==> src/rtl/mux_adc_scan_collector_macros.svh <==
// ----------------------------------------------------------------------------
// Assertion macros for the mux ADC scan collector
// Shared shorthand for clocked implication checks with synchronous reset.
// ----------------------------------------------------------------------------
`ifndef MUX_ADC_SCAN_COLLECTOR_MACROS_SVH
`define MUX_ADC_SCAN_COLLECTOR_MACROS_SVH

// Same-cycle implication, disabled during reset.
`define MASC_ASSERT_SAME(label, clk, rst, ante, cons, msg) \
  label: assert property (@(posedge clk) disable iff (rst) (ante) |-> (cons)) \
    else $error(msg);

// Next-cycle implication, disabled during reset.
`define MASC_ASSERT_NEXT(label, clk, rst, ante, cons, msg) \
  label: assert property (@(posedge clk) disable iff (rst) (ante) |=> (cons)) \
    else $error(msg);

`endif

==> src/rtl/masc_pkg.sv <==
// ----------------------------------------------------------------------------
// masc_pkg
// Types and constants of the mux ADC scan collector.
// ----------------------------------------------------------------------------
package masc_pkg;

  localparam int CHANNELS        = 8;
  localparam int CH_W            = $clog2(CHANNELS);
  localparam int SAMPLE_BITS_DEF = 12;
  localparam int ADC_W           = 12;
  localparam int RAW_W           = 12;
  localparam int CNT_W           = 32;
  localparam logic [CHANNELS-1:0] ALL_VALID = '1;

  typedef enum logic {
    ST_IDLE,
    ST_EMIT
  } state_t;

  typedef struct packed {
    logic             conversion_ok;
    logic [ADC_W-1:0] adc_value;
  } conv_t;

  typedef struct packed {
    logic [CH_W-1:0]     mux_select;
    logic                scan_data;
    logic [CH_W-1:0]     channel_index;
    logic [RAW_W-1:0]    chan_sample;
    logic [RAW_W-1:0]    scan_min;
    logic [RAW_W-1:0]    scan_max;
    logic [CNT_W-1:0]    scan_number;
    logic [CNT_W-1:0]    sample_total;
    logic [CNT_W-1:0]    timeout_total;
    logic [CNT_W-1:0]    incomplete_total;
    logic [CHANNELS-1:0] finished_scan_mask;
    logic                last_of_run;
  } res_t;

endpackage

==> src/rtl/mux_adc_scan_collector.sv <==
// A mid-scan conversion is absorbed and yields no result.
// An incomplete scan puts its status result on res in the cycle after acceptance.
// A complete scan reads the raw store once per channel: 8 results, one per
// free res cycle after a registered read; input resumes once the last
// entry has been loaded into res, so a stalled res holds the input longer.
// Reset (rst, synchronous) clears channel, masks, counters and the handshake.
// ----------------------------------------------------------------------------
// mux_adc_scan_collector
// Collects one conversion per mux channel into a raw store and, at the end of
// every scan, emits either the full scan (one result per channel) or a status.
// ----------------------------------------------------------------------------
module mux_adc_scan_collector #(
  parameter int SAMPLE_BITS = masc_pkg::SAMPLE_BITS_DEF
) (
  input  logic            clk,
  input  logic            rst,
  input  logic            conv_valid,
  output logic            conv_stall,
  input  masc_pkg::conv_t conv,
  output logic            res_valid,
  input  logic            res_stall,
  output masc_pkg::res_t  res
);

  localparam int CH_W  = masc_pkg::CH_W;
  localparam int CNT_W = masc_pkg::CNT_W;
  localparam int RAW_W = masc_pkg::RAW_W;
  localparam int ADC_W = masc_pkg::ADC_W;
  localparam int CHN   = masc_pkg::CHANNELS;
  localparam logic [CH_W-1:0] LAST_CH = CH_W'(CHN - 1);

  // Raw store: one sample per channel, one write and one registered read port.
  // Entries are read only after a scan in which every channel was written,
  // so the reset contents are never observed and need no clearing pass.
  logic [SAMPLE_BITS-1:0] raw_mem [CHN];
  logic [SAMPLE_BITS-1:0] rd_data;

  masc_pkg::state_t state, state_next;

  // Scan state and counters.
  logic [CH_W-1:0]        cur_ch;
  logic [CHN-1:0]         valid_mask;
  logic [CHN-1:0]         finished_mask;
  logic [SAMPLE_BITS-1:0] scan_lo;
  logic [SAMPLE_BITS-1:0] scan_hi;
  logic [CNT_W-1:0]       sample_cnt;
  logic [CNT_W-1:0]       timeout_cnt;
  logic [CNT_W-1:0]       incomplete_cnt;
  logic [CNT_W-1:0]       scan_cnt;
  logic [CH_W-1:0]        emit_idx;

  // Next values for one accepted transaction.
  logic [CH_W-1:0]        cur_ch_next;
  logic [CHN-1:0]         valid_mask_next;
  logic [SAMPLE_BITS-1:0] scan_lo_next;
  logic [SAMPLE_BITS-1:0] scan_hi_next;
  logic [CNT_W-1:0]       sample_cnt_next;
  logic [CNT_W-1:0]       timeout_cnt_next;
  logic [CNT_W-1:0]       incomplete_cnt_next;
  logic [CNT_W-1:0]       scan_cnt_next;

  logic                   conv_accept;
  logic                   scan_end;
  logic                   scan_complete;
  logic                   load_status;
  logic                   load_emit;
  logic                   rd_en;
  logic [CH_W-1:0]        rd_addr;

  logic [SAMPLE_BITS-1:0]       sample;
  logic [SAMPLE_BITS+ADC_W-1:0] sample_ext;
  logic [SAMPLE_BITS+RAW_W-1:0] raw_ext;
  logic [SAMPLE_BITS+RAW_W-1:0] lo_ext;
  logic [SAMPLE_BITS+RAW_W-1:0] hi_ext;

  // Fit the converter word to the store width (drop upper bits or zero-fill),
  // and the stored words to the result field width.
  assign sample_ext = {{SAMPLE_BITS{1'b0}}, conv.adc_value};
  assign sample     = sample_ext[SAMPLE_BITS-1:0];
  assign raw_ext    = {{RAW_W{1'b0}}, rd_data};
  assign lo_ext     = {{RAW_W{1'b0}}, scan_lo};
  assign hi_ext     = {{RAW_W{1'b0}}, scan_hi};

  assign conv_accept = conv_valid && !conv_stall;

  // Per-transaction update. Each channel is written at most once per scan,
  // so a running min/max over this scan's writes equals the min/max over
  // the store once all channels are valid. An empty mask restarts it.
  always_comb begin
    cur_ch_next      = cur_ch + CH_W'(1);
    valid_mask_next  = valid_mask;
    scan_lo_next     = scan_lo;
    scan_hi_next     = scan_hi;
    sample_cnt_next  = sample_cnt;
    timeout_cnt_next = timeout_cnt;
    if (conv.conversion_ok) begin
      valid_mask_next = valid_mask | (CHN'(1) << cur_ch);
      sample_cnt_next = sample_cnt + CNT_W'(1);
      if (valid_mask == '0) begin
        scan_lo_next = sample;
        scan_hi_next = sample;
      end else begin
        scan_lo_next = (sample < scan_lo) ? sample : scan_lo;
        scan_hi_next = (sample > scan_hi) ? sample : scan_hi;
      end
    end else begin
      timeout_cnt_next = timeout_cnt + CNT_W'(1);
    end
    scan_end            = (cur_ch == LAST_CH);
    scan_complete       = scan_end && (valid_mask_next == masc_pkg::ALL_VALID);
    scan_cnt_next       = scan_cnt + CNT_W'(scan_complete);
    incomplete_cnt_next = incomplete_cnt + CNT_W'(scan_end && !scan_complete);
  end

  // Next state.
  always_comb begin
    state_next = state;
    case (state)
      masc_pkg::ST_IDLE: begin
        if (conv_accept && scan_complete) begin
          state_next = masc_pkg::ST_EMIT;
        end
      end
      masc_pkg::ST_EMIT: begin
        if (load_emit && emit_idx == LAST_CH) begin
          state_next = masc_pkg::ST_IDLE;
        end
      end
      default: state_next = masc_pkg::ST_IDLE;
    endcase
  end

  // Control outputs. Hold the input while emitting a scan, and at the end of
  // a scan until the result register can take a status transaction.
  // The first read (entry 0) goes with the last channel's write, which lands
  // before that channel is read, so no forwarding path is needed.
  always_comb begin
    conv_stall  = 1'b1;
    load_status = 1'b0;
    load_emit   = 1'b0;
    rd_en       = 1'b0;
    rd_addr     = '0;
    case (state)
      masc_pkg::ST_IDLE: begin
        conv_stall  = (cur_ch == LAST_CH) && res_valid && res_stall;
        load_status = conv_accept && scan_end && !scan_complete;
        rd_en       = conv_accept && scan_complete;
        rd_addr     = '0;
      end
      masc_pkg::ST_EMIT: begin
        load_emit = !res_valid || !res_stall;
        rd_en     = load_emit && (emit_idx != LAST_CH);
        rd_addr   = emit_idx + CH_W'(1);
      end
      default: begin
        conv_stall = 1'b1;
      end
    endcase
  end

  // Raw store write and registered read.
  always_ff @(posedge clk) begin
    if (conv_accept && conv.conversion_ok) begin
      raw_mem[cur_ch] <= sample;
    end
    if (rd_en) begin
      rd_data <= raw_mem[rd_addr];
    end
  end

  // Scan state, counters and the emit pointer.
  always_ff @(posedge clk) begin
    if (rst) begin
      state          <= masc_pkg::ST_IDLE;
      cur_ch         <= '0;
      valid_mask     <= '0;
      finished_mask  <= '0;
      sample_cnt     <= '0;
      timeout_cnt    <= '0;
      incomplete_cnt <= '0;
      scan_cnt       <= '0;
      emit_idx       <= '0;
    end else begin
      state <= state_next;
      if (conv_accept) begin
        cur_ch         <= cur_ch_next;
        sample_cnt     <= sample_cnt_next;
        timeout_cnt    <= timeout_cnt_next;
        incomplete_cnt <= incomplete_cnt_next;
        scan_cnt       <= scan_cnt_next;
        emit_idx       <= '0;
        if (scan_end) begin
          finished_mask <= valid_mask_next;
          valid_mask    <= '0;
        end else begin
          valid_mask <= valid_mask_next;
        end
      end else if (load_emit) begin
        // Advance to the entry being fetched for the next result.
        emit_idx <= emit_idx + CH_W'(1);
      end
    end
  end

  // Running extremes are payload; their validity follows valid_mask.
  always_ff @(posedge clk) begin
    if (conv_accept) begin
      scan_lo <= scan_lo_next;
      scan_hi <= scan_hi_next;
    end
  end

  // Result register: one status transaction, or one scan entry per cycle while res is not stalled.
  always_ff @(posedge clk) begin
    if (rst) begin
      res_valid <= 1'b0;
    end else if (load_status || load_emit) begin
      res_valid <= 1'b1;
    end else if (!res_stall) begin
      res_valid <= 1'b0;
    end
  end

  always_ff @(posedge clk) begin
    if (load_status) begin
      res.mux_select         <= cur_ch_next;
      res.scan_data          <= 1'b0;
      res.channel_index      <= '0;
      res.chan_sample        <= '0;
      res.scan_min           <= '0;
      res.scan_max           <= '0;
      res.scan_number        <= scan_cnt_next;
      res.sample_total       <= sample_cnt_next;
      res.timeout_total      <= timeout_cnt_next;
      res.incomplete_total   <= incomplete_cnt_next;
      res.finished_scan_mask <= valid_mask_next;
      res.last_of_run        <= 1'b1;
    end else if (load_emit) begin
      // Counters and masks already hold the values after the last channel.
      res.mux_select         <= cur_ch;
      res.scan_data          <= 1'b1;
      res.channel_index      <= emit_idx;
      res.chan_sample        <= raw_ext[RAW_W-1:0];
      res.scan_min           <= lo_ext[RAW_W-1:0];
      res.scan_max           <= hi_ext[RAW_W-1:0];
      res.scan_number        <= scan_cnt;
      res.sample_total       <= sample_cnt;
      res.timeout_total      <= timeout_cnt;
      res.incomplete_total   <= incomplete_cnt;
      res.finished_scan_mask <= finished_mask;
      res.last_of_run        <= (emit_idx == LAST_CH);
    end
  end

  // Terms for the checks below.
  logic emit_phase;
  logic scan_clear;
  logic res_data;
  logic res_status;
  logic last_ok;
  logic full_mask;
  logic status_ok;
  logic emit_top;

  assign emit_phase = (state == masc_pkg::ST_EMIT);
  assign scan_clear = (cur_ch == '0) && (valid_mask == '0);
  assign res_data   = res_valid && res.scan_data;
  assign res_status = res_valid && !res.scan_data;
  assign last_ok    = (res.last_of_run == (res.channel_index == LAST_CH));
  assign full_mask  = (res.finished_scan_mask == masc_pkg::ALL_VALID);
  assign status_ok  = res.last_of_run && (res.channel_index == '0) && (res.chan_sample == '0);
  assign emit_top   = load_emit && (emit_idx == LAST_CH);

`include "mux_adc_scan_collector_macros.svh"

  `MASC_ASSERT_SAME(a_emit_at_wrap, clk, rst, emit_phase, scan_clear, "emit in mid-scan")
  `MASC_ASSERT_SAME(a_last_is_top, clk, rst, res_data, last_ok, "last_of_run off the top entry")
  `MASC_ASSERT_SAME(a_data_full, clk, rst, res_data, full_mask, "scan data missing a channel")
  `MASC_ASSERT_SAME(a_status_zero, clk, rst, res_status, status_ok, "status with channel data")
  `MASC_ASSERT_NEXT(a_emit_done, clk, rst, emit_top, !emit_phase, "emit did not end")

endmodule
==> config.mk <==
export PLATFORM = sky130hd
export DESIGN_NAME = mux_adc_scan_collector
export DESIGN_NICKNAME = d
export VERILOG_FILES = /design/src/rtl/masc_pkg.sv /design/src/rtl/mux_adc_scan_collector.sv
export VERILOG_INCLUDE_DIRS = /design/src /design/src/rtl
export SDC_FILE = /design/constraint.sdc
export NUM_CORES = 1
export LEC_CHECK = 0
export CAP_MARGIN = 10
export CORE_MARGIN = 4
export CORE_UTILIZATION = 64
export DETAILED_ROUTE_END_ITERATION = 8
export DONT_BUFFER_PORTS = 1
export PLACE_DENSITY = 0.8
export SLEW_MARGIN = 20
export SYNTH_ARGS = -nofsm -noshare
export SYNTH_HDL_FRONTEND = slang
export SYNTH_SLANG_ARGS = --single-unit
export TNS_END_PERCENT = 50
==> constraint.sdc <==
create_clock -name clk -period 7.6 [get_ports clk]
set_clock_uncertainty 0.2 [all_clocks]
set_input_delay 1.52 -clock clk [delete_from_list [all_inputs] [get_ports clk]]
set_output_delay 1.52 -clock clk [all_outputs]
set_load 0.01 [all_outputs]
Yosys cells after proc, flatten, opt, wreduce, memory -nomap -nowiden
Memory sizes are Yosys's and may differ from the RTL's. A register that Yosys moved wholly into a read port is not among the register bits.
Index checks and enable logic that the tools add are counted.
W data, S select, Z words.
{"block": "classes", "eq_ne": 5, "reduce_logical": 25, "bitwise_logic": 2, "addsub": 6, "order_cmp": 2, "shift": 1, "muxes": 22}
{"operator": "$mux W180", "count": 2}
{"operator": "$add A32 B1 Y32", "count": 2}
{"operator": "$add A32 B1 Y32 const B", "count": 2}
{"operator": "$mux W32", "count": 2}
{"operator": "$mux W12", "count": 4}
{"operator": "$mux W8", "count": 2}
{"operator": "$gt A12 B12 Y1", "count": 1}
{"operator": "$lt A12 B12 Y1", "count": 1}
{"operator": "$logic_and A1 B1 Y1", "count": 11}
{"operator": "$mux W1", "count": 9}
{"operator": "$eq A8 B8 Y1 const B", "count": 1}
{"operator": "$logic_not A8 Y1", "count": 1}
{"operator": "$or A8 B8 Y8", "count": 1}
{"operator": "$shl A1 B3 Y8 const A", "count": 1}
{"operator": "$add A3 B1 Y3 const B", "count": 2}
{"operator": "$eq A3 B3 Y1 const B", "count": 2}
{"operator": "$pmux W3 S2", "count": 1}
{"operator": "$reduce_and A3 Y1", "count": 2}
{"operator": "$reduce_bool A2 Y1", "count": 3}
{"operator": "$logic_not A1 Y1", "count": 4}
{"operator": "$pmux W1 S2", "count": 2}
{"operator": "$ne A3 B3 Y1 const B", "count": 1}
{"operator": "$logic_or A1 B1 Y1", "count": 2}
{"operator": "$ne A2 B1 Y1 const B", "count": 1}
{"operator": "3 further kinds", "count": 3}
{"block": "word_totals", "output_inout_bits": 182, "in_bits": 17, "ram_bits": 96, "memories": 1, "ff_bits": 356, "elab_cells": 88}
{"memory": "raw_mem", "words": 8, "width": 12, "rd": 1, "rd_ports_with_merged_regs": 1, "write_ports": 1, "line": "mux_adc_scan_collector.sv:35", "rtl": "logic [SAMPLE_BITS-1:0] raw_mem [CHN];"}

Depth between registers and ports, before layout
{"block": "depth", "depth_word": 11, "depth_mapped": 15, "depth_no_buf": 13}

Worst setup path after synthesis
No wires, ideal clock.
{"block": "synth_timing", "kind": "input-to-reg", "startpoint": "input port conv[12] (netlist name)", "endpoint": "register res[100] (netlist name), enable pin", "setup_time_ps": 1184, "t_required_ps": 6216, "arrival_time_ps": 5381, "stages": 7, "path_buffers": 3, "setup_slack_ps": 835, "path_cell_list": "buf_2 a31oi_1 a2111o_1 o31ai_2 buf_2 clkbuf_1 nand2_1"}
{"block": "synth_between", "elab_chain_len": 7}
{"item": "start: declaration", "line": "mux_adc_scan_collector.sv:19", "rtl": "input masc_pkg::conv_t conv,"}
{"item": "$mux W8", "line": "mux_adc_scan_collector.sv:96", "rtl": "if (conv.conversion_ok) begin"}
{"item": "$eq A8 B8 Y1", "line": "mux_adc_scan_collector.sv:110", "rtl": "scan_complete = scan_end && (valid_mask_next == masc_pkg::ALL_VALID);"}
{"item": "$logic_and A1 B1 Y1", "line": "mux_adc_scan_collector.sv:110"}
{"item": "$logic_not A1 Y1", "line": "mux_adc_scan_collector.sv:146", "rtl": "load_status = conv_accept && scan_end && !scan_complete;"}
{"item": "$logic_and A1 B1 Y1", "line": "mux_adc_scan_collector.sv:146"}
{"item": "$mux W1", "line": "mux_adc_scan_collector.sv:143", "rtl": "case (state)"}
{"item": "$reduce_bool A2 Y1 (no source line)"}
{"item": "end: declaration", "line": "mux_adc_scan_collector.sv:22", "rtl": "output masc_pkg::res_t res"}
No other way between the ends.
A chain may end at the register's enable or synchronous reset.

Worst setup path after layout
{"block": "layout_timing", "startpoint": "register cur_ch[2]", "endpoint": "register incomplete_cnt[24]"}
{"block": "layout_between", "elab_chain_len": 8, "word_cells_on_any_way": 14, "classes_between": "add/sub (1); eq/ne (2); shift (1); mux (2); bitwise (1); reduce/logical (7)"}
{"item": "start: declaration", "line": "mux_adc_scan_collector.sv:41", "rtl": "logic [CH_W-1:0] cur_ch;"}
{"item": "start signal: assignment", "line": "mux_adc_scan_collector.sv:186", "rtl": "cur_ch <= cur_ch_next;"}
{"item": "$shl A1 B3 Y8", "line": "mux_adc_scan_collector.sv:97", "rtl": "valid_mask_next = valid_mask | (CHN'(1) << cur_ch);"}
{"item": "$or A8 B8 Y8", "line": "mux_adc_scan_collector.sv:97"}
{"item": "$mux W8", "line": "mux_adc_scan_collector.sv:96"}
{"item": "$eq A8 B8 Y1", "line": "mux_adc_scan_collector.sv:110"}
{"item": "$logic_and A1 B1 Y1", "line": "mux_adc_scan_collector.sv:110"}
{"item": "$logic_not A1 Y1", "line": "mux_adc_scan_collector.sv:112", "rtl": "incomplete_cnt_next = incomplete_cnt + CNT_W'(scan_end && !scan_complete);"}
{"item": "$logic_and A1 B1 Y1", "line": "mux_adc_scan_collector.sv:112"}
{"item": "$add A32 B1 Y32", "line": "mux_adc_scan_collector.sv:112"}
{"item": "end signal: assignment", "line": "mux_adc_scan_collector.sv:189", "rtl": "incomplete_cnt <= incomplete_cnt_next;"}
{"item": "end: declaration", "line": "mux_adc_scan_collector.sv:48", "rtl": "logic [CNT_W-1:0] incomplete_cnt;"}
Several ways; a longest one is shown, not always the timed one.

==> summary.md <==
| Metric | Value |
|---|---|
| Worst-path cell with the longest stage delay | dfxtp_1 |
| Compound-Gate Fraction of Synth Area | 13.0% |
| Pwr Density | 219 nW/µm² |
| Clk slew on worst S/H paths | 60 ps |
| Syn Nets | 2200 |
| Tcrit/Tclk final | 63.6% |
| Largest net degree at the start of global routing | 158 |
| CP max stage delay | 730 ps |
| CTS tree | done |
| Nets | 2094 |
| Crit path kind | reg -> reg |
| First-pass GRT wire length | 81100 µm |
| Clock power share | 44.7% |
| Die ar. | 36500 µm² |
| CTS Buf Count | 46 |
| CTS Hold Bufs | 0 |
| Flop pwr share | 53.3% |
| Met1 Usage GRT | 36.4% |
| Worst path most repeated cell | ha_1 |
| Clock Tree Buf Depth | 3 |
| Most used DFF post-synth | edfxtp_1 |
| Total grt overflow | 0 |
| XOR/XNOR share of the synthesized area | 4.74% |
| Slew Limit Fails | 0 |
| Routed vias/inst | 6.46 |
| Worst setup EP type | flip-flop |
| Post-Synth Adder-Cell Area | 2.16% |
| CP top delay family | simple AND/OR/NAND/NOR gates |
| DR WL/cell | 20.1 µm |
| Max cap viols | 0 |
| Pre-CTS setup slack | 2380 ps |
| Asr flop ratio synth | 0% |
| CP arrival | 5110 ps |
| DIE WIDTH | 191 µm |
| Hpwl dp | 31900 µm |
| Max Freq | 207 MHz |
| Setup TNS | 0 ps |
| Worst min path class | reg -> reg |
| Proportion of layout cells with a drive suffix above 1 | 6.35% |
| Register area share after synthesis | 55.9% |
| Drt total wl | 50700 µm |
| Most used routing layer | met2 |
| Grt met3 use | 5.61% |
| Clk Tree Root Cell | clkbuf_16 |
| Tmin final | 4830 ps |
| Multiplexer area fraction after synthesis | 1.74% |
| Worst-Margin Slew | 1060 ps |
| Clk_lat worst skew | 560 ps |
| Global placer's final weighted congestion | 0.899 |
| Core Util, Final | 70.4% |
| Drc violations | 0 |
| CTS H-tree lvls | 2 |
| Combinational share of power | 2.0% |
| Post CTS Setup Buffer Count | 0 |
| Final worst slack | 2770 ps |
| Core Footprint | 32800 µm² |
| DR vias | 16300 |
| Synth cell types | 65 |
| Net load switching power | 1030 µW |
| RSZ-0062 raised after global routing | no |
| Simple-gate portion of the synthesized area | 18.3% |
| 1st-iter DRT viols | 1660 |
| Final ANT Viol Nets | 0 |
| Num Clock Sinks | 464 |
| Iteration count of the initial detailed-routing pass | 5 |
| Met2 Track Usage GR | 45.0% |
| Slew HR | 28.7% |
| Main combinational cell family by area after synthesis | simple AND/OR/NAND/NOR gates |
| Die Ht | 191 µm |
| Area grow syn2layout | 7.55% |
| Status | finished clean |
| Initial antenna violation count | 1 |
| Sw frac | 20.4% |
| Worst vdd ir | 0.000216 V |
| Endpoints failing setup | 0 |
| Top Ports | 199 |
| Post-Syn Area per Cell | 10.0 µm² |
| Critical path buffer and inverter count | 1 |
| Data required, critical path | 7880 ps |
| Crit Path Max Fanout | 18 |
| Post-Syn Instances | 2146 |
| Starting density of the core | 65.4% |
| Leakage | 0.00714 µW |
| Worst-path cell chain | inv_1, ha_1, a21oi_1, a2111o_1, nor3_1, nor2b_1, ha_1, ha_1, nand4_1, nor4_1, nand4_1, or3_1, a21oi_1 |
| Count of final hold-check violations | 0 |
| Setup crit start kind | flip-flop |
| Synthesized flop and latch total | 464 |
| Port Buffers | 0 |
| Ys Warns | 0 |
| Cell Rows | 66 |
| Post-CTS Resized | 0 |
| Vias in the first global route | 15400 |
| Synthesized area | 21500 µm² |
| Internal power | 4020 µW |
| Post-synth EDFFs | 271 |
| GRT Total Usage | 27.4% |
layout by cell type (no fill, tap or decap), types with 4 or more instances in the layout:
| cell | instances |
|---|---|
| mux2i_1 | 7 |
| nor2b_1 | 11 |
| and2_1 | 11 |
| nand3_1 | 71 |
| xnor2_1 | 62 |
| a41oi_1 | 19 |
| or2_2 | 5 |
| o21a_1 | 4 |
| nor3_1 | 60 |
| clkinv_1 | 4 |
| dfxtp_1 | 193 |
| nand4_1 | 59 |
| o21ai_0 | 119 |
| and4_1 | 24 |
| a31oi_1 | 100 |
| clkinv_2 | 14 |
| a21o_1 | 10 |
| o211ai_1 | 4 |
| ha_1 | 37 |
| buf_4 | 20 |
| nand4b_1 | 6 |
| a21oi_1 | 177 |
| nand2_1 | 253 |
| clkbuf_16 | 50 |
| xor2_1 | 54 |
| nand2b_1 | 17 |
| edfxtp_1 | 271 |
| nor4_1 | 36 |
| inv_1 | 50 |
| or4_1 | 9 |
| nor2_1 | 171 |
| clkbuf_1 | 10 |
| and3_1 | 21 |
| or3_1 | 31 |
| a211oi_1 | 11 |
| mux4_2 | 12 |
| a22o_1 | 5 |
worst min-delay path: cells and delay by family, from the launching register on:
family          cells  cell delay, ps
flops               1             330
compound gates      1              60
simple gates        1              60
metrics by stage:
step	total power (µW)	hold WS, ps	cell area (µm²)	cells
floorplan	2820	248	21500	2146
global placement	2840	258	21600	2434
detailed placement	2840	270	21600	2434
CTS	5080	281	23100	2520
global route	5200	303	23100	2520
finish	5050	294	23100	2521
sequential cells by signal (all words and copies together) (netlist names):
register and flops:
emit_phase 1, incomplete_cnt 32, sample_cnt 32, raw_mem 96, emit_idx 3, timeout_cnt 32, rd_data 12, scan_lo 12
res_valid 1, valid_mask 8, scan_hi 12, cur_ch 3, res 180, finished_mask 8, scan_cnt 32
logic make-up after synthesis:
group / after synthesis
AO/OA/AOI/OAI: 478
XOR/XNOR: 116
adder cells (fa/ha/maj): 37
buffers and inverters: 226
flip-flops: 464
multiplexers: 22
AND/OR/NAND/NOR: 803
final timing paths:
| check | start | endpoint | slack, ps | cells after the start |
|---|---|---|---|---|
| min reg2reg | scan_cnt[0] | scan_cnt[0] | 290 | 2 |
| max | cur_ch[2] | incomplete_cnt[24] | 2770 | 13 |
| max reg2reg | cur_ch[2] | incomplete_cnt[24] | 2770 | 13 |
| min | scan_cnt[0] | scan_cnt[0] | 290 | 2 |
Yosys cell counts, types with 4 or more instances:
library cell	instances	area [µm²]
a211oi_1	11	82.6
a22o_1	5	43.8
nor2_1	172	646
and4_1	24	210
a21oi_1	177	886
clkbuf_1	136	510
buf_1	19	71.3
nand4_1	59	369
a41oi_1	19	166
mux2i_1	7	70.1
nor2b_1	11	68.8
nand2b_1	17	106
dfxtp_1	193	3860
xnor2_1	62	543
a21o_1	10	75.1
buf_2	18	90.1
nor4_1	37	231
a31oi_1	100	626
or4_1	9	67.6
o211ai_1	4	30.0
nand3_1	71	355
and2_1	13	81.3
xor2_1	54	473
inv_1	50	188
ha_1	37	463
or3_1	31	194
o21ai_0	119	596
nor3_1	60	300
o21a_1	4	30.0
edfxtp_1	271	8140
mux4_2	12	270
and3_1	21	131
nand4b_1	6	52.6
or2_2	5	31.3
nand2_1	256	961
area by class of cell:
class,instances,area (µm²)
flip-flops and latches,464,12000
fillers,2370,9710
multi-input cells,1456,8630
clock buffers,61,1300
well taps,442,553
clock inverters,25,208
repair buffers,22,190
inverters,50,188
diodes,1,2.50
per-layer routing:
metal  wire length, µm  share of wire, %  up-vias
li1                  -                 -     7624
met1             20700                41     7853
met2             24400                48      702
met3              4110               8.1      104
met4              1480               2.9        0
met5                 0                 0        -
power groups by stage:
stage / sequential, µW / clock (µW) / combinational (µW)
global route: 2690 / 2400 / 112
global placement: 2740 / 0 / 93.5
finish: 2690 / 2260 / 99.7
CTS: 2690 / 2290 / 99.5
detailed placement: 2740 / 0 / 98.0
floorplan: 2740 / 0 / 84.8
Power figures use the tool's default switching activity.
